===== src/hdl/ahrpb_pkg.sv =====
// ----------------------------------------------------------------------------
// ahrpb_pkg
// Shared types, constants and helpers for the ASCII hex register frame
// builder: request and character payloads, frame descriptor, register indexes.
// ----------------------------------------------------------------------------
package ahrpb_pkg;

  // Configuration register indexes
  localparam int CFG_INDEX_W = 2;
  localparam logic [CFG_INDEX_W-1:0] REG_WRITE_FUNC = 2'd0;
  localparam logic [CFG_INDEX_W-1:0] REG_READ_FUNC  = 2'd1;

  // Reset values of the function codes
  localparam logic [7:0] WRITE_FUNC_RESET = 8'h01;
  localparam logic [7:0] READ_FUNC_RESET  = 8'h02;

  // Request opcodes
  localparam logic OP_READ  = 1'b0;
  localparam logic OP_WRITE = 1'b1;

  // Frame characters
  localparam logic [7:0] CHAR_COLON   = 8'h3A;
  localparam logic [7:0] CHAR_NEWLINE = 8'h0A;

  // Character position within a frame
  localparam int IDX_W = 5;
  localparam logic [IDX_W-1:0] WRITE_LAST_IDX = 5'd17;
  localparam logic [IDX_W-1:0] READ_LAST_IDX  = 5'd9;

  // Queue depth between front and back
  localparam int QUEUE_DEPTH = 2;
  localparam int QPTR_W      = 1;
  localparam int QCNT_W      = 2;

  typedef struct packed {
    logic        opcode;
    logic [7:0]  device_address;
    logic [7:0]  register_address;
    logic [31:0] write_value;
  } req_t;

  typedef struct packed {
    logic [7:0] character;
    logic       last_character;
  } char_t;

  // Classified request, ready to serialize
  typedef struct packed {
    logic        is_write;
    logic [7:0]  dev;
    logic [7:0]  func;
    logic [7:0]  regaddr;
    logic [31:0] value;
    logic [7:0]  check;
  } desc_t;

  // Queue status seen by both sides
  typedef struct packed {
    logic full;
    logic empty;
  } q_status_t;

  // Uppercase hex digit of one nibble
  function automatic logic [7:0] hex_char(input logic [3:0] nib);
    logic [7:0] c;
    if (nib < 4'd10) begin
      c = 8'h30 + {4'h0, nib};
    end else begin
      c = 8'h37 + {4'h0, nib};
    end
    return c;
  endfunction

endpackage


===== src/hdl/ascii_hex_register_packet_builder.sv =====
// ----------------------------------------------------------------------------
// ascii_hex_register_packet_builder
// Builds ASCII hex register request frames with a two's-complement checksum.
// ----------------------------------------------------------------------------
// Usage:
//   Input channel (in_valid / in_stall / in_data) takes one register request
//   per transaction. Output channel (out_valid / out_stall / out_data) gives
//   one frame character per transaction; last_character marks the newline.
//   A write frame is 18 characters, a read frame 10.
//   Configuration channel (cfg_valid / cfg_ready / cfg_index / cfg_data)
//   sets the write (index 0) and read (index 1) function codes; cfg_ready is
//   always high. Write it only while no frame is in flight.
// Flow:
//   A request accepted into an idle block passes the front register, a queue
//   entry, the serializer and the output register in that order before
//   out_valid rises. One character leaves per cycle while out_stall is low,
//   and the next frame starts right after the newline. Up to three further
//   requests are absorbed while a frame streams out.
// Reset: rst is synchronous, active high; clears all control state and
//   restores function codes to 1 (write) and 2 (read).
// Stall: out_stall holds the current character; the serializer waits, the
//   queue fills and in_stall then rises.
// ----------------------------------------------------------------------------
module ascii_hex_register_packet_builder (
  input  logic                              clk,
  input  logic                              rst,
  input  logic                              in_valid,
  output logic                              in_stall,
  input  ahrpb_pkg::req_t                   in_data,
  output logic                              out_valid,
  input  logic                              out_stall,
  output ahrpb_pkg::char_t                  out_data,
  input  logic                              cfg_valid,
  output logic                              cfg_ready,
  input  logic [ahrpb_pkg::CFG_INDEX_W-1:0] cfg_index,
  input  logic [7:0]                        cfg_data
);
  import ahrpb_pkg::*;

  logic       push;
  desc_t      push_data;
  logic       pop;
  desc_t      head;
  q_status_t  q_status;

  assign cfg_ready = 1'b1;

  ahrpb_front u_front (
    .clk       (clk),
    .rst       (rst),
    .in_valid  (in_valid),
    .in_stall  (in_stall),
    .in_data   (in_data),
    .cfg_valid (cfg_valid),
    .cfg_index (cfg_index),
    .cfg_data  (cfg_data),
    .push      (push),
    .push_data (push_data),
    .q_status  (q_status)
  );

  ahrpb_queue u_queue (
    .clk       (clk),
    .rst       (rst),
    .push      (push),
    .push_data (push_data),
    .pop       (pop),
    .head      (head),
    .q_status  (q_status)
  );

  ahrpb_back u_back (
    .clk       (clk),
    .rst       (rst),
    .head      (head),
    .q_status  (q_status),
    .pop       (pop),
    .out_valid (out_valid),
    .out_stall (out_stall),
    .out_data  (out_data)
  );

  // Queue never overflows or underflows
  assert property (@(posedge clk) disable iff (rst) push |-> !q_status.full)
    else $error("queue push while full");
  assert property (@(posedge clk) disable iff (rst) pop |-> !q_status.empty)
    else $error("queue pop while empty");

  // Frame end marker only on the newline
  assert property (@(posedge clk) disable iff (rst)
    out_valid && out_data.last_character |-> out_data.character == CHAR_NEWLINE)
    else $error("frame end marker on a non-newline character");

  // Nothing leaves the block right after reset
  assert property (@(posedge clk) $past(rst) |-> !out_valid)
    else $error("output valid after reset");

endmodule


===== src/hdl/ahrpb_front.sv =====
// ----------------------------------------------------------------------------
// ahrpb_front
// Accepts requests, holds the function code registers, picks the function
// code, computes the checksum and pushes one frame descriptor to the queue.
// ----------------------------------------------------------------------------
module ahrpb_front (
  input  logic                              clk,
  input  logic                              rst,
  input  logic                              in_valid,
  output logic                              in_stall,
  input  ahrpb_pkg::req_t                   in_data,
  input  logic                              cfg_valid,
  input  logic [ahrpb_pkg::CFG_INDEX_W-1:0] cfg_index,
  input  logic [7:0]                        cfg_data,
  output logic                              push,
  output ahrpb_pkg::desc_t                  push_data,
  input  ahrpb_pkg::q_status_t              q_status
);
  import ahrpb_pkg::*;

  logic       [7:0] wr_code;
  logic       [7:0] rd_code;
  logic             stage_valid;
  desc_t            stage;
  desc_t            stage_next;
  logic       [7:0] sum;
  logic             in_accept;

  // Update function codes on configuration writes
  always_ff @(posedge clk) begin
    if (rst) begin
      wr_code <= WRITE_FUNC_RESET;
      rd_code <= READ_FUNC_RESET;
    end else if (cfg_valid) begin
      if (cfg_index == REG_WRITE_FUNC) begin
        wr_code <= cfg_data;
      end else if (cfg_index == REG_READ_FUNC) begin
        rd_code <= cfg_data;
      end
    end
  end

  // Classify the request and form the checksum
  always_comb begin
    stage_next.is_write = (in_data.opcode == OP_WRITE);
    stage_next.dev      = in_data.device_address;
    stage_next.func     = stage_next.is_write ? wr_code : rd_code;
    stage_next.regaddr  = in_data.register_address;
    stage_next.value    = in_data.write_value;
    sum = stage_next.dev + stage_next.func + stage_next.regaddr;
    if (stage_next.is_write) begin
      sum = sum + in_data.write_value[7:0] + in_data.write_value[15:8]
                + in_data.write_value[23:16] + in_data.write_value[31:24];
    end
    stage_next.check = 8'h00 - sum;
  end

  // Hold a request until the queue has room
  assign push      = stage_valid && !q_status.full;
  assign push_data = stage;
  assign in_stall  = stage_valid && q_status.full;
  assign in_accept = in_valid && !in_stall;

  always_ff @(posedge clk) begin
    if (rst) begin
      stage_valid <= 1'b0;
    end else if (in_accept) begin
      stage_valid <= 1'b1;
    end else if (push) begin
      stage_valid <= 1'b0;
    end
  end

  always_ff @(posedge clk) begin
    if (in_accept) begin
      stage <= stage_next;
    end
  end

endmodule


===== src/hdl/ahrpb_queue.sv =====
// ----------------------------------------------------------------------------
// ahrpb_queue
// Two-entry descriptor queue that decouples the front from the serializer.
// ----------------------------------------------------------------------------
module ahrpb_queue (
  input  logic                 clk,
  input  logic                 rst,
  input  logic                 push,
  input  ahrpb_pkg::desc_t     push_data,
  input  logic                 pop,
  output ahrpb_pkg::desc_t     head,
  output ahrpb_pkg::q_status_t q_status
);
  import ahrpb_pkg::*;

  desc_t              entries [QUEUE_DEPTH];
  logic [QPTR_W-1:0]  wr_ptr;
  logic [QPTR_W-1:0]  rd_ptr;
  logic [QCNT_W-1:0]  count;

  assign q_status.full  = (count == QCNT_W'(QUEUE_DEPTH));
  assign q_status.empty = (count == '0);
  assign head           = entries[rd_ptr];

  // Advance pointers and occupancy
  always_ff @(posedge clk) begin
    if (rst) begin
      wr_ptr <= '0;
      rd_ptr <= '0;
      count  <= '0;
    end else begin
      if (push) begin
        wr_ptr <= wr_ptr + 1'b1;
      end
      if (pop) begin
        rd_ptr <= rd_ptr + 1'b1;
      end
      if (push && !pop) begin
        count <= count + 1'b1;
      end else if (pop && !push) begin
        count <= count - 1'b1;
      end
    end
  end

  // Store descriptors
  always_ff @(posedge clk) begin
    if (push) begin
      entries[wr_ptr] <= push_data;
    end
  end

endmodule


===== src/hdl/ahrpb_back.sv =====
// ----------------------------------------------------------------------------
// ahrpb_back
// Serializer: walks one descriptor a character per cycle into an output
// register unless stalled, loading the next descriptor on the newline cycle.
// ----------------------------------------------------------------------------
module ahrpb_back (
  input  logic                 clk,
  input  logic                 rst,
  input  ahrpb_pkg::desc_t     head,
  input  ahrpb_pkg::q_status_t q_status,
  output logic                 pop,
  output logic                 out_valid,
  input  logic                 out_stall,
  output ahrpb_pkg::char_t     out_data
);
  import ahrpb_pkg::*;

  desc_t             cur;
  logic              cur_valid;
  logic [IDX_W-1:0]  idx;
  logic              advance;
  logic              is_last;
  logic [3:0]        digit;
  logic [63:0]       nibbles;
  logic [3:0]        nib;
  char_t             next_char;

  assign advance = !out_valid || !out_stall;
  assign is_last = (idx == (cur.is_write ? WRITE_LAST_IDX : READ_LAST_IDX));
  assign pop     = !q_status.empty && (!cur_valid || (advance && is_last));

  // Pick the character at the current position
  always_comb begin
    digit = 4'(idx - 1'b1);
    if (cur.is_write) begin
      nibbles = {cur.dev, cur.func, cur.regaddr, cur.value, cur.check};
    end else begin
      nibbles = {cur.dev, cur.func, cur.regaddr, cur.check, 32'h0};
    end
    nib = nibbles[{~digit, 2'b00} +: 4];
    next_char.last_character = is_last;
    priority if (idx == '0) begin
      next_char.character = CHAR_COLON;
    end else if (is_last) begin
      next_char.character = CHAR_NEWLINE;
    end else begin
      next_char.character = hex_char(nib);
    end
  end

  // Step through the frame and load the next descriptor
  always_ff @(posedge clk) begin
    if (rst) begin
      cur_valid <= 1'b0;
      out_valid <= 1'b0;
      idx       <= '0;
    end else begin
      if (advance) begin
        out_valid <= cur_valid;
      end
      if (pop) begin
        cur_valid <= 1'b1;
        idx       <= '0;
      end else if (advance && cur_valid) begin
        if (is_last) begin
          cur_valid <= 1'b0;
        end else begin
          idx <= idx + 1'b1;
        end
      end
    end
  end

  // Payload registers
  always_ff @(posedge clk) begin
    if (pop) begin
      cur <= head;
    end
    if (advance && cur_valid) begin
      out_data <= next_char;
    end
  end

endmodule


===== config.mk =====
export PLATFORM = sky130hd
export DESIGN_NAME = ascii_hex_register_packet_builder
export DESIGN_NICKNAME = d
export VERILOG_FILES = /design/src/hdl/ahrpb_pkg.sv /design/src/hdl/ascii_hex_register_packet_builder.sv /design/src/hdl/ahrpb_front.sv /design/src/hdl/ahrpb_queue.sv /design/src/hdl/ahrpb_back.sv
export SDC_FILE = /design/constraint.sdc
export NUM_CORES = 1
export LEC_CHECK = 0
export BUFFER_PORTS_ARGS = -buffer_cell sky130_fd_sc_hd__buf_2
export CAP_MARGIN = 20
export CELL_PAD_IN_SITES_DETAIL_PLACEMENT = 0
export CELL_PAD_IN_SITES_GLOBAL_PLACEMENT = 1
export CORE_AREA = 2 2 158 160
export DETAILED_ROUTE_END_ITERATION = 7
export DIE_AREA = 0 0 160 162
export PLACE_DENSITY_LB_ADDON = 0.12
export SETUP_SLACK_MARGIN = 0.05
export SYNTH_ARGS = -nofsm -noshare
export SYNTH_HDL_FRONTEND = slang
export SYNTH_SLANG_ARGS = --single-unit
export TNS_END_PERCENT = 5

===== constraint.sdc =====
create_clock -name clk -period 6.1 [get_ports clk]
set_input_delay 1.22 -clock clk [delete_from_list [all_inputs] [get_ports clk]]
set_output_delay 1.22 -clock clk [all_outputs]
set_load 0.02 [all_outputs]

### After elaboration in Yosys (flattened, before gate mapping)

Memories as Yosys holds them, arrays and structs flattened. A register that Yosys moved wholly into a read port is not among the register bits.
Cells that the tools add are included.

* output and inout bits: 12
* register bits after elaboration: 102
* memories: 1
* input port bits: 64
* bits in writable memories: 130

* $add $sub $neg: 15
* bitwise operators: 3
* shifts and indexed selects: 1
* reductions and logical operators: 31
* magnitude comparators: 1
* equality and inequality tests: 3
* mux-type cells: 15

Memory list
* u_queue.entries: words 2, bits a word 65, read ports 1, clocked after memory_dff 1, write ports 1, line ahrpb_queue.sv:16 `desc_t entries [QUEUE_DEPTH];`

Operators by type and width (count)
* $shiftx A64 B7 Y4: 1
* $add A8 B8 Y8: 6
* $mux W40: 1
* $mux W8: 2
* $add A6 B4 Y7 const A: 2
* $logic_and A1 B1 Y1: 8
* $logic_not A1 Y1: 8
* $reduce_bool A2 Y1: 4
* $sub A1 B8 Y8 const A: 1
* $mux W1: 7
* $mux W7: 1
* $mux W6: 1
* $reduce_and A2 Y1: 3
* $add A5 B1 Y5 const B: 1
* $eq A5 B5 Y1: 1
* $logic_not A5 Y1: 1
* $mux W5: 1
* $logic_not A2 Y1: 2
* $lt A4 B4 Y1 const B: 1
* $mux W2: 2
* $not A4 Y4: 1
* $reduce_or A2 Y1: 2
* $sub A4 B1 Y4 const B: 1
* $reduce_and A3 Y1: 1
* other kinds (7): 10

### Depth between registers and ports, before layout

Gate-level depths: netlist of the first run.

* word-level depth: 9
* depth in mapped cells: 21
* mapped depth without buffers: 19

### Cells and area by module

From an unflattened synthesis of the first run, not the netlist that was laid out.

* cell total of the unflattened synthesis: 732
* area, all modules: 12589.6 sq um

By module, submodules not included
* ahrpb_queue: seq. area each 4003.8 sq um, area each 4912.2 sq um, times used 1, cells each 224
* ahrpb_front: seq. area each 2292.2 sq um, area each 4241.6 sq um, times used 1, cells each 322
* ahrpb_back: seq. area each 2332.2 sq um, area each 3424.5 sq um, times used 1, cells each 184
* ascii_hex_register_packet_builder: seq. area each 0.0 sq um, area each 11.3 sq um, times used 1, cells each 2

### Worst setup path after synthesis of the first run

Ideal clock, no wire load.

* path type: in2reg
* start: input in_data[48] (netlist bit)
* end: register u_front.stage (netlist bit u_front.push_data[7]) (data pin)
* library setup time: 0.260 ns
* arrival time: 5.439 ns
* setup slack: 0.401 ns
* stages: 18
* data required time: 5.840 ns
* cell sequence: clkbuf_1 > clkbuf_1 > mux2_2 > fa_1 > ha_1 > a21o_1 > a21oi_1 > xor2_1 > fa_1 > inv_1 > ha_1 > and2_1 > a311o_1 > a21oi_1 > xnor2_1 > mux2i_1 > nand3_1 > xnor2_1

RTL lines
* start, declared: line ascii_hex_register_packet_builder.sv:29 `input ahrpb_pkg::req_t in_data,`
* end signal, assigned: line ahrpb_front.sv:76 `stage <= stage_next;`
* end, declared: line ahrpb_front.sv:24 `desc_t stage;`

==> results of run 1 <==
-- metal layers --
metal | up-vias | GRT usage, % | part of all wire [%]
li1 | 2852 | - | -
met1 | 3066 | 26.4 | 45
met2 | 130 | 31.1 | 49
met3 | 16 | 3.01 | 4.3
met4 | 0 | 4.01 | 1.2
met5 | - | 0 | 0
-- final cells by class --
| type | count | area, um^2 | area share [%] |
|---|---|---|---|
| repair buffers | 81 | 425 | 3.02 |
| clock buffers | 43 | 821 | 5.82 |
| multi-input cells | 349 | 3450 | 24.5 |
| inverters | 62 | 233 | 1.65 |
| clock inverters | 12 | 153 | 1.08 |
| flip-flops and latches | 296 | 8610 | 61.1 |
| well taps | 324 | 405 | 2.88 |
-- registers in the layout, summed over array words and instances (netlist names) --
register	cells
u_queue.entries	130
u_back.cur	65
u_front.push_data	65
u_back.out_data	8
u_front.rd_code	8
u_front.wr_code	8
u_back.idx	5
u_queue.count	2
u_back.cur_valid	1
u_back.out_valid	1
u_front.stage_valid	1
u_queue.rd_ptr	1
u_queue.wr_ptr	1
-- stage by stage --
| stage | util [%] | cell area (um^2) | worst slack, ns | power (mW) |
|---|---|---|---|---|
| after global routing | 58.5 | 14100 | 0.697 | 6.72 |
| after CTS | 58.5 | 14100 | 0.898 | 6.45 |
| after floorplan | - | 12400 | 0.401 | 4.14 |
| after detailed placement | 54.4 | 13100 | 0.307 | 4.63 |
| final | 58.5 | 14100 | 0.906 | 6.36 |
| after global placement | 54.4 | 13100 | 0.432 | 4.58 |
-- cells by family (layout without fill, tap and decap cells) --
group,Yosys count,in the layout,share of synthesized area (%)
AND/OR/NAND/NOR,86,86,3.43
adder cells (fa/ha/maj),48,48,6.54
flip-flops,296,296,69.4
AO/OA/AOI/OAI,59,59,3.26
buffers and inverters,86,198,2.95
other,2,2,0.0606
multiplexers,121,121,11.8
XOR/XNOR,33,33,2.59
-- worst max-delay path, cell delays in order --
cell                      delay, ns
sky130_fd_sc_hd__buf_2         0.39
sky130_fd_sc_hd__mux2_2        0.41
sky130_fd_sc_hd__fa_1          0.47
sky130_fd_sc_hd__ha_1          0.31
sky130_fd_sc_hd__a21o_1        0.20
sky130_fd_sc_hd__a21oi_1       0.18
sky130_fd_sc_hd__xor2_1        0.26
sky130_fd_sc_hd__fa_1          0.46
sky130_fd_sc_hd__inv_1         0.07
sky130_fd_sc_hd__ha_1          0.27
sky130_fd_sc_hd__and2_1        0.17
sky130_fd_sc_hd__a311o_1       0.32
sky130_fd_sc_hd__a21oi_1       0.18
sky130_fd_sc_hd__xnor2_1       0.08
sky130_fd_sc_hd__mux2i_1       0.22
sky130_fd_sc_hd__nand3_1       0.12
sky130_fd_sc_hd__xnor2_1       0.14
-- power by group through the flow --
stage	registers [mW]	clock network [mW]	logic, mW
after detailed placement	2.90	0	1.72
after global placement	2.88	0	1.70
after floorplan	2.87	0	1.27
final	2.86	1.80	1.70
after CTS	2.86	1.84	1.74
after global routing	2.90	1.93	1.90
-- cells in the final DEF, fill, tap and decap left out, types with 3 or more instances in the layout --
master / netlist / final
sky130_fd_sc_hd__edfxtp_1: 268 / 268
sky130_fd_sc_hd__mux2_2: 75 / 75
sky130_fd_sc_hd__buf_2: 1 / 73
sky130_fd_sc_hd__inv_1: 60 / 60
sky130_fd_sc_hd__nor2_1: 42 / 41
sky130_fd_sc_hd__mux2i_1: 34 / 34
sky130_fd_sc_hd__clkbuf_16: 0 / 31
sky130_fd_sc_hd__fa_1: 28 / 28
sky130_fd_sc_hd__dfxtp_1: 28 / 27
sky130_fd_sc_hd__a21oi_1: 20 / 20
sky130_fd_sc_hd__ha_1: 20 / 20
sky130_fd_sc_hd__xor2_1: 17 / 17
sky130_fd_sc_hd__xnor2_1: 14 / 14
sky130_fd_sc_hd__clkbuf_1: 15 / 12
sky130_fd_sc_hd__o21ai_0: 8 / 8
sky130_fd_sc_hd__nand2_1: 8 / 8
sky130_fd_sc_hd__mux4_2: 8 / 8
sky130_fd_sc_hd__buf_4: 3 / 8
sky130_fd_sc_hd__nor2b_1: 7 / 6
sky130_fd_sc_hd__nand2b_1: 6 / 6
sky130_fd_sc_hd__a22oi_1: 6 / 6
sky130_fd_sc_hd__clkinv_1: 0 / 6
sky130_fd_sc_hd__a21o_1: 4 / 4
sky130_fd_sc_hd__nand3_1: 4 / 4
sky130_fd_sc_hd__bufinv_16: 0 / 4
sky130_fd_sc_hd__nand3b_1: 3 / 3
sky130_fd_sc_hd__o21a_1: 4 / 3
sky130_fd_sc_hd__and2_1: 3 / 3
sky130_fd_sc_hd__mux4_1: 3 / 3
sky130_fd_sc_hd__o21ai_1: 3 / 3
-- worst paths after layout --
path                             to  slack, ns  cells past startpoint
max reg2reg    u_front.push_data[7]       1.80                     16
max            u_front.push_data[7]       0.91                     17
min reg2reg  u_queue.entries[0][25]       0.44                      0
min          u_queue.entries[0][25]       0.44                      0
==> results by stage, run 1 <==
Timing:
- The highest clock frequency the design can meet is 193 MHz.
- Setup repair after global routing left no endpoint under its margin.
- Hold timing on the final database bottoms out at a slack of 0.436 ns.
- Setup violations remaining at the end of the flow were counted as 0.
- The headroom to the max-slew limit is 33.2%.
- The count of final hold-check violations was 0.
- Between clock sinks in the finished design, the worst skew comes to 0.0135 ns.
- The share of the cycle needed by the critical path after routing is between 80% and 90%.
- The setup total negative slack is 0 ns.
- The max-slew violation total from the final report came to 0.
- For the pin with the worst max-slew slack, the measured transition is around 1 ns.
- The clock period could shrink to ~5.2 ns.

Die:
- The number of standard-cell rows in the floorplan is 57.
- The initial cell density of the core is between 50% and 60%.
- The number of placed I/O pins is 76.
- The core region is 24100 um^2.
- The horizontal extent of the die is 160 um.
- The height of the die is 162 um.
- The area enclosed by the die boundary is 25900 um^2.

Clocking:
- The cell sitting at the root of the clock tree is a sky130_fd_sc_hd__clkbuf_16.
- Counting the buffers created by CTS gives 30.
- The number of setup buffers added after CTS is 0.
- CTS saw roughly 300 sinks.
- TritonCTS built the clock tree.
- After clock tree synthesis, the repair step resized 0 gates.
- The latest clock arrival within the worst-skew pair is approximately 0.54 ns.
- The H-tree depth is 1.
- The clock transition time at the flip-flop clock pins of the worst setup and hold paths is about 0.06 ns.
- Hold repair after CTS inserted 0 buffers.
- The deepest clock path buffer count is 3.

Placement:
- Routability-driven placement finished with a final weighted congestion of about 0.8.
- Detailed placement ended at an HPWL of 15400 um.
- The port buffer count is 73.
- After detailed placement, the design holds a cell count of 1112.

GRT:
- The first global-routing pass estimated 36600 um of wire.
- The number of global-route vias before repair came to 6443.
- Summed over all layers, the global routing overflow is 0.
- The initial antenna violation count is 0.
- Global routing consumed, over all layers together, 18.7% of the routing resources.
- The maximum number of pins on one net before global-route repair is between 60 and 70.

Power and ir drop:
- Summed over all nets, the switching power comes to roughly 1.8 mW.
- Per report_power, the clock group accounts for 28.3% of the total.
- The proportion of power drawn by combinational gates is 26.7%.
- Summed over all cells, the static leakage comes to about 5.2 nW.
- The switching power as a share of total power is 28.7%.
- The share of total power dissipated in sequential elements is 44.9%.
- Cell internal power was estimated by the tool at around 4.5 mW.
- Dividing total power by cell area gives a power density of 452 nW/um^2.
- The maximum vdd ir drop is between 0.2 and 0.3 mV.

Logic synthesis:
- In the synthesized netlist the async set-or-reset flop fraction comes to 0%.
- The netlist area before placement is 12400 um^2.
- The dominant cell type by area after synthesis is sky130_fd_sc_hd__edfxtp_1.
- The average size of a mapped cell is approximately 17 um^2.
- During synthesis, Yosys emitted a total of 0 warnings.
- The synthesized instance count is 731.
- After synthesis, the most frequently instantiated cells are 268 x sky130_fd_sc_hd__edfxtp_1, 75 x sky130_fd_sc_hd__mux2_2, 60 x sky130_fd_sc_hd__inv_1.
- Among all cell types in the netlist, the one instantiated most often is sky130_fd_sc_hd__edfxtp_1.
- The synthesized design devotes to its leading area cell type 64.9% of total area.
- By area the synthesized netlist is led by sky130_fd_sc_hd__edfxtp_1 65%, sky130_fd_sc_hd__mux2_2 6.8%, sky130_fd_sc_hd__dfxtp_1 4.5%, sky130_fd_sc_hd__fa_1 4.5%, sky130_fd_sc_hd__mux2i_1 2.7%.
- The synthesized net count is 843.
- The top flip-flop cell by instance count after synthesis is sky130_fd_sc_hd__edfxtp_1.
- In this run, distinct cell masters in the synthesized netlist total 57.
- The flip-flop and latch count after synthesis is 296.
- Sequential elements use 69.4% of the synthesized area.
- Counting flops with a built-in enable in the synthesized netlist gives 268.

Route:
- The first routing iteration left 378 violations.
- Before antenna repair, the detailed router went through 4 iterations.
- The routed design has 23300 um of wire.
- The average via count per standard cell is approximately 5.2.
- The count of nets left with antenna violations once routing finished came out at 0.
- The overall via count from detail_route is a little over 6k.
- Dividing the detail-routed wire length by the instance count gives between 15 and 20 um.
- In the routed design, unresolved DRC markers number 0.

Worst setup path:
- The critical path is of the in -> reg type.
- Of all nets on the critical path, the largest fanout is 19.
- The startpoint identified for the worst register-to-register timing path is u_front.wr_code[2].
- At the worst endpoint, the required time is 6.39 ns.
- The critical path startpoint is in_data[48].
- The worst setup path is captured at a flop.
- The type of element launching the critical path is an input pin.
- At the worst endpoint, the arrival time is 5.48 ns.

Final layout:
- The fill cell instance count of the final layout is 1945.
- The number of antenna diodes in the final layout is 0.
- The proportion of layout cells with a drive suffix above 1 is 26.0%.
- Leaving out filler cells and counting taps, the final layout contains 1167.
- The synthesis-to-finish area growth is 13.6%.
- The post-layout net count is 932.

Flow run:
- The reported max-cap violation count is 0.

Hold path:
- The source of the worst hold timing path is u_front.push_data[25].
- The path class of the lowest-slack min-delay path is reg -> reg.

Run status:
- The flow ran to the end, and the final reports show no timing, DRC or antenna violations.
Note: power is estimated with default switching activity, not from simulation.
==> run 2: changes to the inputs <==
--- a/config.mk
+++ b/config.mk
@@ -9,12 +9,13 @@
 export CAP_MARGIN = 20
 export CELL_PAD_IN_SITES_DETAIL_PLACEMENT = 0
 export CELL_PAD_IN_SITES_GLOBAL_PLACEMENT = 1
-export CORE_AREA = 2 2 158 160
+export CORE_AREA = 2 2 159 161
 export DETAILED_ROUTE_END_ITERATION = 7
-export DIE_AREA = 0 0 160 162
-export PLACE_DENSITY_LB_ADDON = 0.12
+export DIE_AREA = 0 0 161 163
+export PLACE_DENSITY = 0.78
 export SETUP_SLACK_MARGIN = 0.05
 export SYNTH_ARGS = -nofsm -noshare
 export SYNTH_HDL_FRONTEND = slang
+export SYNTH_HIERARCHICAL = 1
 export SYNTH_SLANG_ARGS = --single-unit
 export TNS_END_PERCENT = 5
==> run 2 against run 1 <==
Final cell count is 0.43% higher. Via count is 0.66% higher. Synthesized area is 1.5% higher. First-iteration DRC count is 13% lower. Worst setup slack worse by 0.010 ns. Critical endpoint is now u_front/push_data[7]. Highest routed layer unchanged.
==> results by stage, run 2 <==
GRT:
- The initial antenna violation count is 0 (unchanged).
- The maximum number of pins on one net before global-route repair is 66 (-1.5%).
- The residual overflow from global routing is 0 (unchanged).
- The wire length of the first global-routing pass is 34800 um (-5.0%).
- The all-layer global routing usage came to 17.3% (-1.4 points).
- The number of global-route vias before repair is 6338 (-1.6%).

Route:
- The total DRC errors in the routed layout is 0 (unchanged).
- The met2 wirelength from detailed routing is 11600 um (+1.4%).
- The routed length on met1 is 9690 um (-8.0%).
- The overall via count from detail_route is 6104 (+0.66%).
- The met3 routed wirelength is 720 um (-27%).
- The count of routing violations after the opening detailed-route iteration was 330 (-13%).
- The wire length reported by the detailed router is 22400 um (-3.9%).
- The detail-routed net length per standard cell is 19.1 um (-4.3%).
- The average via count per standard cell came to 5.21 (+0.23%).
- The antenna violation net count after detailed routing came to 0 (unchanged).
- The first-pass iteration count of the detailed router is 6 (+2).
- Routed signal wires occupy layers up through met4.

Power and ir drop:
- The power density over the cells is 461 nW/um^2 (+2.0%).
- The maximum vdd ir drop was 0.260 mV (-0.62%).
- The power after layout is 6.57 mW (+3.3%).
- The leakage power figure is 5.22 nW (+0.78%).

Clocking:
- The clock transition time at the flip-flop clock pins of the worst setup and hold paths is 0.06 ns (about the same).
- The count of instances resized after the clock tree is built is 0 (unchanged).
- The post-CTS setup repair buffer count is 0 (unchanged).
- The deepest clock path buffer count is 3 (unchanged).
- The root buffer cell chosen for the clock tree is sky130_fd_sc_hd__clkbuf_16.
- The TritonCTS clock tree is yes.
- The total clock buffers created by CTS is 29 (-3.3%).
- The number of clock sinks is 297 (+0.34%).
- The latest clock arrival within the worst-skew pair is 0.53 ns (about the same).
- The hold buffer count at CTS is 0 (unchanged).
- The H-tree depth was 1 (unchanged).

Timing:
- The setup total negative slack is 0 ns (unchanged).
- The clock period minus final worst setup slack is 5.20 ns (+0.0104 ns).
- The worst clock skew is 0.0126 ns (-0.000847 ns).
- The count of final hold-check violations was 0 (unchanged).
- The share of the cycle needed by the critical path after routing is 85.3% (+0.17 points).
- The highest clock frequency the design can meet is 192 MHz (-0.20%).
- The headroom to the max-slew limit is 37.1% (+3.9 points).
- The final worst hold slack was 0.442 ns (+0.00526 ns).
- Setup repair after global routing left no endpoint under its margin.
- The total of endpoints with negative setup slack in the final report is 0 (unchanged).
- The max-slew violation total from the final report is 0 (unchanged).
- The worst setup margin is 0.895 ns (-0.0104 ns).
- The actual slew at the worst max-slew pin is 0.943 ns (-0.0582 ns).

Die:
- The height of the die is 163 um (+0.62%).
- The area enclosed by the die boundary is 26200 um^2 (+1.2%).
- The number of placed I/O pins is 76 (unchanged).
- The number of standard-cell rows in the floorplan is 58 (+1.8%).
- The initial cell density of the core is 51.0% (-0.42 points).
- The area inside the core boundary was 24700 um^2 (+2.4%).
- The horizontal extent of the die is 161 um (+0.63%).

Flow run:
- The reported max-cap violation count is 0 (unchanged).

Worst setup path:
- The largest stage delay on the critical path is 0.49 ns (+0.02 ns).
- The worst register-to-register path ends at u_front/push_data[7].
- The cell with the largest stage delay on the worst path is sky130_fd_sc_hd__fa_1.
- The slack of the worst reg-to-reg path is 1.61 ns (-0.19 ns).
- The kind of end point of the critical path is a flop.
- The path depth of the worst reg2reg path is 20 (+4).
- The worst setup path is of the in -> reg kind.
- The type of element launching the critical path is an input pin.
- By instance count, the cell type seen most on the critical path is sky130_fd_sc_hd__inv_1.
- The largest fanout on the critical path is 9 (-10).
- The required arrival time at the worst endpoint was 6.37 ns (-0.02 ns).
- In this run the critical register-to-register path is launched from u_front/wr_code[1].
- Walking the worst path, the cells encountered are buf_2, mux2i_1, fa_1, inv_1, ha_1, inv_1, fa_1, nor2b_1, o21ai_0, a21oi_1, inv_1, fa_1, inv_1, ha_1, o21ai_0, a21oi_1, a21o_1, nand2_1, o32a_1, nor4_4, xnor2_1.
- The data arrival time at the worst-slack endpoint is 5.47 ns (about the same).

Logic synthesis:
- The synthesis warning total is 6 (+6).
- The number of synthesized flops with an enable pin is 268 (unchanged).
- The share of synthesized flip-flops with an asynchronous set or reset is 0% (unchanged).
- The synthesized instance count is 732 (+0.14%).
- The top flip-flop cell by instance count after synthesis is sky130_fd_sc_hd__edfxtp_1.
- The synthesized net count came to 844 (+0.12%).
- The sequential area share after synthesis was 68.5% (-0.88 points).
- The commonest cells after synthesis are 268 x sky130_fd_sc_hd__edfxtp_1, 74 x sky130_fd_sc_hd__mux2_2, 62 x sky130_fd_sc_hd__inv_1.
- The netlist area before placement is 12600 um^2 (+1.5%).
- The distinct cell type count of the synthesized netlist is 63 (+11%).
- The synthesized design spends more area on one cell type than any other, namely sky130_fd_sc_hd__edfxtp_1.
- The share of Yosys cell area claimed by the top area cell type is 63.9% (-0.97 points).
- After synthesis, the cell types taking the most area are sky130_fd_sc_hd__edfxtp_1 64%, sky130_fd_sc_hd__mux2_2 6.6%, sky130_fd_sc_hd__dfxtp_1 4.6%, sky130_fd_sc_hd__fa_1 4.5%, sky130_fd_sc_hd__mux4_2 2.3%.
- The average size of a mapped cell is 17.2 um^2 (+1.4%).
- The flip-flop and latch count after synthesis is 297 (+0.34%).
- The most repeated cell in the gate-level netlist after synthesis is sky130_fd_sc_hd__edfxtp_1.

Placement:
- The routability congestion estimate from global placement is 0.828 (+3.2%).
- The cell total after placement is 1119 (+0.63%).
- The port buffer count came to 73 (unchanged).
- The total half-perimeter wirelength after legalization and detailed placement is 15100 um (-2.5%).
- The pre-CTS worst setup slack is 0.417 ns (+0.109 ns).

Final layout:
- The final instance count without filler cells is 1172 (+0.43%).
- The register ranked first by flip-flop count is u_queue/entries.
- The post-layout net count came to 933 (+0.11%).
- The fill cell instance count of the final layout was 1891 (-2.8%).
- The proportion of layout cells with a drive suffix above 1 came to 28.0% (+2.0 points).
- Relative to the synthesized area, the layout overhead comes to 13.3%.
- The number of flip-flops under the largest register name is 130 (unchanged).
- The number of diodes added for antenna fixing is 0 (unchanged).
- Leaving out fill and tap cells, the most frequent cells in the layout are 268 x sky130_fd_sc_hd__edfxtp_1, 74 x sky130_fd_sc_hd__mux2_2, 73 x sky130_fd_sc_hd__buf_2, 62 x sky130_fd_sc_hd__inv_1, 44 x sky130_fd_sc_hd__nor2_1.
- The library cell used most frequently in the layout, excluding fill and tap cells, is sky130_fd_sc_hd__edfxtp_1.

Run status:
- The run finished with clean final reports.

Hold path:
- The path class of the lowest-slack min-delay path is reg -> reg.
- The hold-critical path depth came to 0 (unchanged).
- The worst hold path endpoint is u_queue/entries[0][38].
- The source of the worst hold timing path is u_front/push_data[38].
run 2: cell types whose count changed after synthesis, sizes merged, moves of 3 or more:
cell and delta:
clkbuf -10, a21oi -8, buf +8, a22oi -5, mux4 +5, xnor2 +5, mux2i -4, mux2 +3
nand3 -3, nor2b +3, o21ai -3, xor2 -3
run 2: logic make-up (layout without fill, tap and decap cells):
kind of cell | count (synthesis) | in the layout | share of synthesized area [%]
other | 2 | 2 | 0.0597
buffers and inverters | 84 | 194 | 3.28
adders and majority gates | 48 | 48 | 6.44
DFF | 297 | 297 | 68.5
xor gates and xnor gates | 34 | 34 | 2.66
AOI/OAI and AO/OA | 45 | 45 | 2.51
and+or+nand+nor | 97 | 97 | 4.07
muxes | 125 | 125 | 12.4
run 2: routing by layer:
| metal | up-vias | track usage, % |
|---|---|---|
| li1 | 2870 | - |
| met1 | 3115 | 23.0 |
| met2 | 97 | 30.9 |
| met3 | 22 | 2.34 |
| met4 | 0 | 3.57 |
| met5 | - | 0 |
run 2: critical path, delay by kind of cell:
family / cells / cell delay (ns)
muxes: 1 / 0.36
AOI/OAI and AO/OA: 6 / 0.95
buffers and inverters: 5 / 0.52
xor gates and xnor gates: 1 / 0.10
and+or+nand+nor: 3 / 0.47
adders and majority gates: 5 / 1.84
run 2: worst max path at each step:
stage                start              endpoint  slack, ns
6_report       in_data[48]  u_front/push_data[7]       0.90
5_1_grt        in_data[48]  u_front/push_data[7]       0.50
4_1_cts        in_data[48]  u_front/push_data[7]       0.95
3_5_place_dp   in_data[48]  u_front/push_data[7]       0.42
3_3_place_gp   in_data[48]  u_front/push_data[7]       0.63
2_1_floorplan    out_stall      u_queue/count[1]       0.30
run 2: report_power, final:
group	leakage, nW	total, mW	switching [mW]	internal [mW]
sequential	2.75	2.91	0.163	2.75
clock	0.477	1.80	0.713	1.09
combinational	2.00	1.86	1.03	0.830
total	5.22	6.57	1.91	4.67
run 2: layout make-up:
cell class / count / area [um^2] / area share, %
multi-input cells: 351 / 3580 / 25.1
well taps: 330 / 413 / 2.89
flip-flops and latches: 297 / 8630 / 60.5
repair buffers: 80 / 430 / 3.02
clock buffers: 31 / 743 / 5.21
clock inverters: 21 / 239 / 1.67
inverters: 62 / 233 / 1.63
run 2: metrics by stage:
step                instance area (um^2)  util [%]
finish                             14300      57.8
global route                       14300      57.8
CTS                                14200      57.8
detailed placement                 13300      53.8
global placement                   13300      53.8
floorplan                          12600         -
==> run 3: changes to the inputs <==
==> constraint.sdc (replaced) <==
create_clock -name clk -period 6.1 [get_ports clk]
set_input_delay 0.61 -clock clk [delete_from_list [all_inputs] [get_ports clk]]
set_output_delay 0.61 -clock clk [all_outputs]
set_load 0.02 [all_outputs]
==> run 3 against run 2 <==
Non-clock buffer count down 2. Utilization fell by 0.52 points. Die area is the same. Sequential share of layout area grew 0.55 points. Clock power fell by 8%. Critical endpoint unchanged. Largest cell class unchanged.
==> results by stage, run 3 (synthesized netlist as in run 2, its figures left out) <==
Run status:
- The flow ran to the end, and the final reports show no timing, DRC or antenna violations.

Clocking:
- The cell at the root of the clock tree is sky130_fd_sc_hd__clkbuf_16.
- The number of clock sinks was 297 (unchanged).
- The deepest clock path buffer count is 3 (unchanged).
- The H-tree depth is 1 (unchanged).
- The clock transition time at the flip-flop clock pins of the worst setup and hold paths is 0.06 ns (about the same).
- TritonCTS built the clock tree.
- The hold buffer count at CTS came to 0 (unchanged).
- The post-CTS setup repair buffer count is 0 (unchanged).
- The latest clock arrival within the worst-skew pair came to 0.53 ns (about the same).
- The total clock buffers created by CTS came to 29 (unchanged).
- The count of instances resized after the clock tree is built is 0 (unchanged).

Timing:
- The share of the cycle needed by the critical path after routing is 77.9% (-7.4 points).
- Setup repair after global routing left no endpoint under its margin.
- The setup total negative slack is 0 ns (unchanged).
- The highest clock frequency the design can meet is 210 MHz (+9.5%).
- The worst clock skew is 0.0163 ns (+0.00367 ns).
- The max-slew violation total from the final report was 0 (unchanged).
- The total of endpoints with negative setup slack in the final report is 0 (unchanged).
- The count of final hold-check violations is 0 (unchanged).
- The headroom to the max-slew limit is 32.9% (-4.3 points).
- The worst setup margin is 1.35 ns (+0.450 ns).
- The clock period minus final worst setup slack is 4.75 ns (-0.450 ns).
- The actual slew at the worst max-slew pin came to 1.01 ns (+0.0620 ns).

Hold path:
- The worst hold path belongs to the class in -> reg.
- In this run the most critical hold path is launched from in_data[41].
- The hold-critical path depth is 1 (+1).
- The worst hold path endpoint is u_front/push_data[57].

GRT:
- The wire length of the first global-routing pass is 34500 um (-0.78%).
- The initial antenna violation count came to 0 (unchanged).
- The all-layer global routing usage is 17.1% (-0.19 points).
- The residual overflow from global routing is 0 (unchanged).
- The maximum number of pins on one net before global-route repair is 69 (+4.5%).
- The number of global-route vias before repair is 6313 (-0.39%).

Die:
- The height of the die is 163 um (unchanged).
- The initial cell density of the core is 51.0% (unchanged).
- The number of standard-cell rows in the floorplan is 58 (unchanged).
- The area inside the core boundary is 24700 um^2 (unchanged).
- The horizontal extent of the die came to 161 um (unchanged).
- The area enclosed by the die boundary is 26200 um^2 (unchanged).
- The number of placed I/O pins is 76 (unchanged).

Final layout:
- The number of diodes added for antenna fixing came to 0 (unchanged).
- The number of flip-flops under the largest register name is 130 (unchanged).
- Leaving out fill and tap cells, the most frequent cells in the layout are 268 x sky130_fd_sc_hd__edfxtp_1, 74 x sky130_fd_sc_hd__mux2_2, 73 x sky130_fd_sc_hd__buf_2, 62 x sky130_fd_sc_hd__inv_1, 44 x sky130_fd_sc_hd__nor2_1.
- The post-layout net count was 931 (-0.21%).
- More flip-flops sit in one register than any other, and that register is u_queue/entries.
- The proportion of layout cells with a drive suffix above 1 is 26.8% (-1.3 points).
- The commonest non-fill, non-tap cell in the layout is sky130_fd_sc_hd__edfxtp_1.
- The synthesis-to-finish area growth is 12.3%.

Worst setup path:
- The type of element launching the critical path is an input pin.
- The largest fanout on the critical path is 25 (+16).
- In this run the critical register-to-register path is captured at u_front/push_data[7].
- Among all stages on the critical path, the largest delay is contributed by sky130_fd_sc_hd__fa_1.
- The number of buffers and inverters on the critical path is 5 (unchanged).
- The path depth of the worst reg2reg path is 18 (-10%).
- The most frequent cell on the critical path is sky130_fd_sc_hd__inv_1.
- The critical path startpoint is in_data[48].
- The kind of end point of the critical path is a flop.
- Traced cell by cell, the critical path runs through buf_2, mux2i_1, fa_1, inv_1, ha_1, inv_1, fa_1, nor2b_1, o21ai_0, a21oi_1, inv_1, fa_1, inv_1, ha_1, nor2b_1, a221oi_1, a21oi_1, nor4_4, xnor2_1.
- The class of the most critical setup path is in -> reg.
- The largest stage delay on the critical path came to 0.48 ns (about the same).
- The slack of the worst reg-to-reg path is 1.68 ns (+0.07 ns).
- The largest delay contributor family on the critical path is adder cells.
- The required arrival time at the worst endpoint is 6.38 ns (about the same).
- The data arrival time at the worst-slack endpoint is 5.04 ns (-0.43 ns).
- The reg-to-reg critical path startpoint is u_front/wr_code[1].

Placement:
- The total half-perimeter wirelength after legalization and detailed placement is 14600 um (-3.3%).
- The port buffer count was 73 (unchanged).
- The pre-CTS worst setup slack is 0.854 ns (+0.437 ns).
- The routability congestion estimate from global placement is 0.800 (-3.4%).

Route:
- The met3 routed wirelength is 839 um (+17%).
- The total DRC errors in the routed layout was 0 (unchanged).
- The first-pass iteration count of the detailed router is 4 (-2).
- The count of routing violations after the opening detailed-route iteration was 424 (+28%).
- The routed length on met1 is 9590 um (-0.96%).
- The top routing layer in use is met4.
- The average via count per standard cell is 5.17 (-0.78%).
- The overall via count from detail_route came to 6051 (-0.87%).
- The antenna violation net count after detailed routing is 0 (unchanged).
- The met2 wirelength from detailed routing came to 11200 um (-3.4%).
- The wire length reported by the detailed router is 21900 um (-1.9%).
- The detail-routed net length per standard cell is 18.7 um (-1.8%).

Power and ir drop:
- The maximum vdd ir drop is 0.242 mV (-6.9%).
- The leakage power figure is 5.16 nW (-1.2%).
- The power density over the cells is 451 nW/um^2 (-2.1%).

Flow run:
- The reported max-cap violation count is 0 (unchanged).
==> run 3: cell types whose count changed in the layout (fill, tap and decap cells not counted), sizes merged <==
cell / previous run / this run
clkinvlp: 3 / 1
inv: 63 / 62
buf: 80 / 78
clkbuf: 31 / 38
bufinv: 5 / 2
==> run 3: final cells by class <==
cell class / count / area, um^2
repair buffers: 78 / 403
clock inverters: 15 / 123
multi-input cells: 351 / 3580
fillers: 1901 / 10500
well taps: 330 / 413
flip-flops and latches: 297 / 8630
inverters: 62 / 233
clock buffers: 38 / 759
==> run 3: worst max-delay path by stage <==
stage | end | cells past startpoint
3_5_place_dp | u_front/push_data[7] | 19
2_1_floorplan | u_queue/count[1] | 9
3_3_place_gp | u_front/push_data[7] | 21
4_1_cts | u_front/push_data[7] | 19
5_1_grt | u_front/push_data[7] | 21
6_report | u_front/push_data[7] | 19
==> run 3: stage by stage <==
stage | instances | hold WS (ns) | total power [mW] | instance area [um^2] | util [%]
floorplan | 732 | 0.421 | 4.36 | 12600 | -
global route | 1171 | 0.254 | 6.73 | 14100 | 57.3
finish | 1171 | 0.275 | 6.38 | 14100 | 57.3
global placement | 1118 | 0.424 | 4.73 | 13300 | 53.7
detailed placement | 1118 | 0.429 | 4.78 | 13300 | 53.7
CTS | 1171 | 0.256 | 6.45 | 14100 | 57.3
==> run 3: layer usage <==
metal  vias to the layer above  track usage (%)
met1                      3064             23.5
li1                       2865                -
met3                        22             2.22
met4                         0             3.69
met2                       100             29.7
met5                         -                0
==> run 3: power by group <==
| group | internal, mW | switching (mW) |
|---|---|---|
| logic | 0.809 | 1.00 |
| clock network | 0.957 | 0.700 |
| registers | 2.75 | 0.157 |
| total | 4.52 | 1.86 |
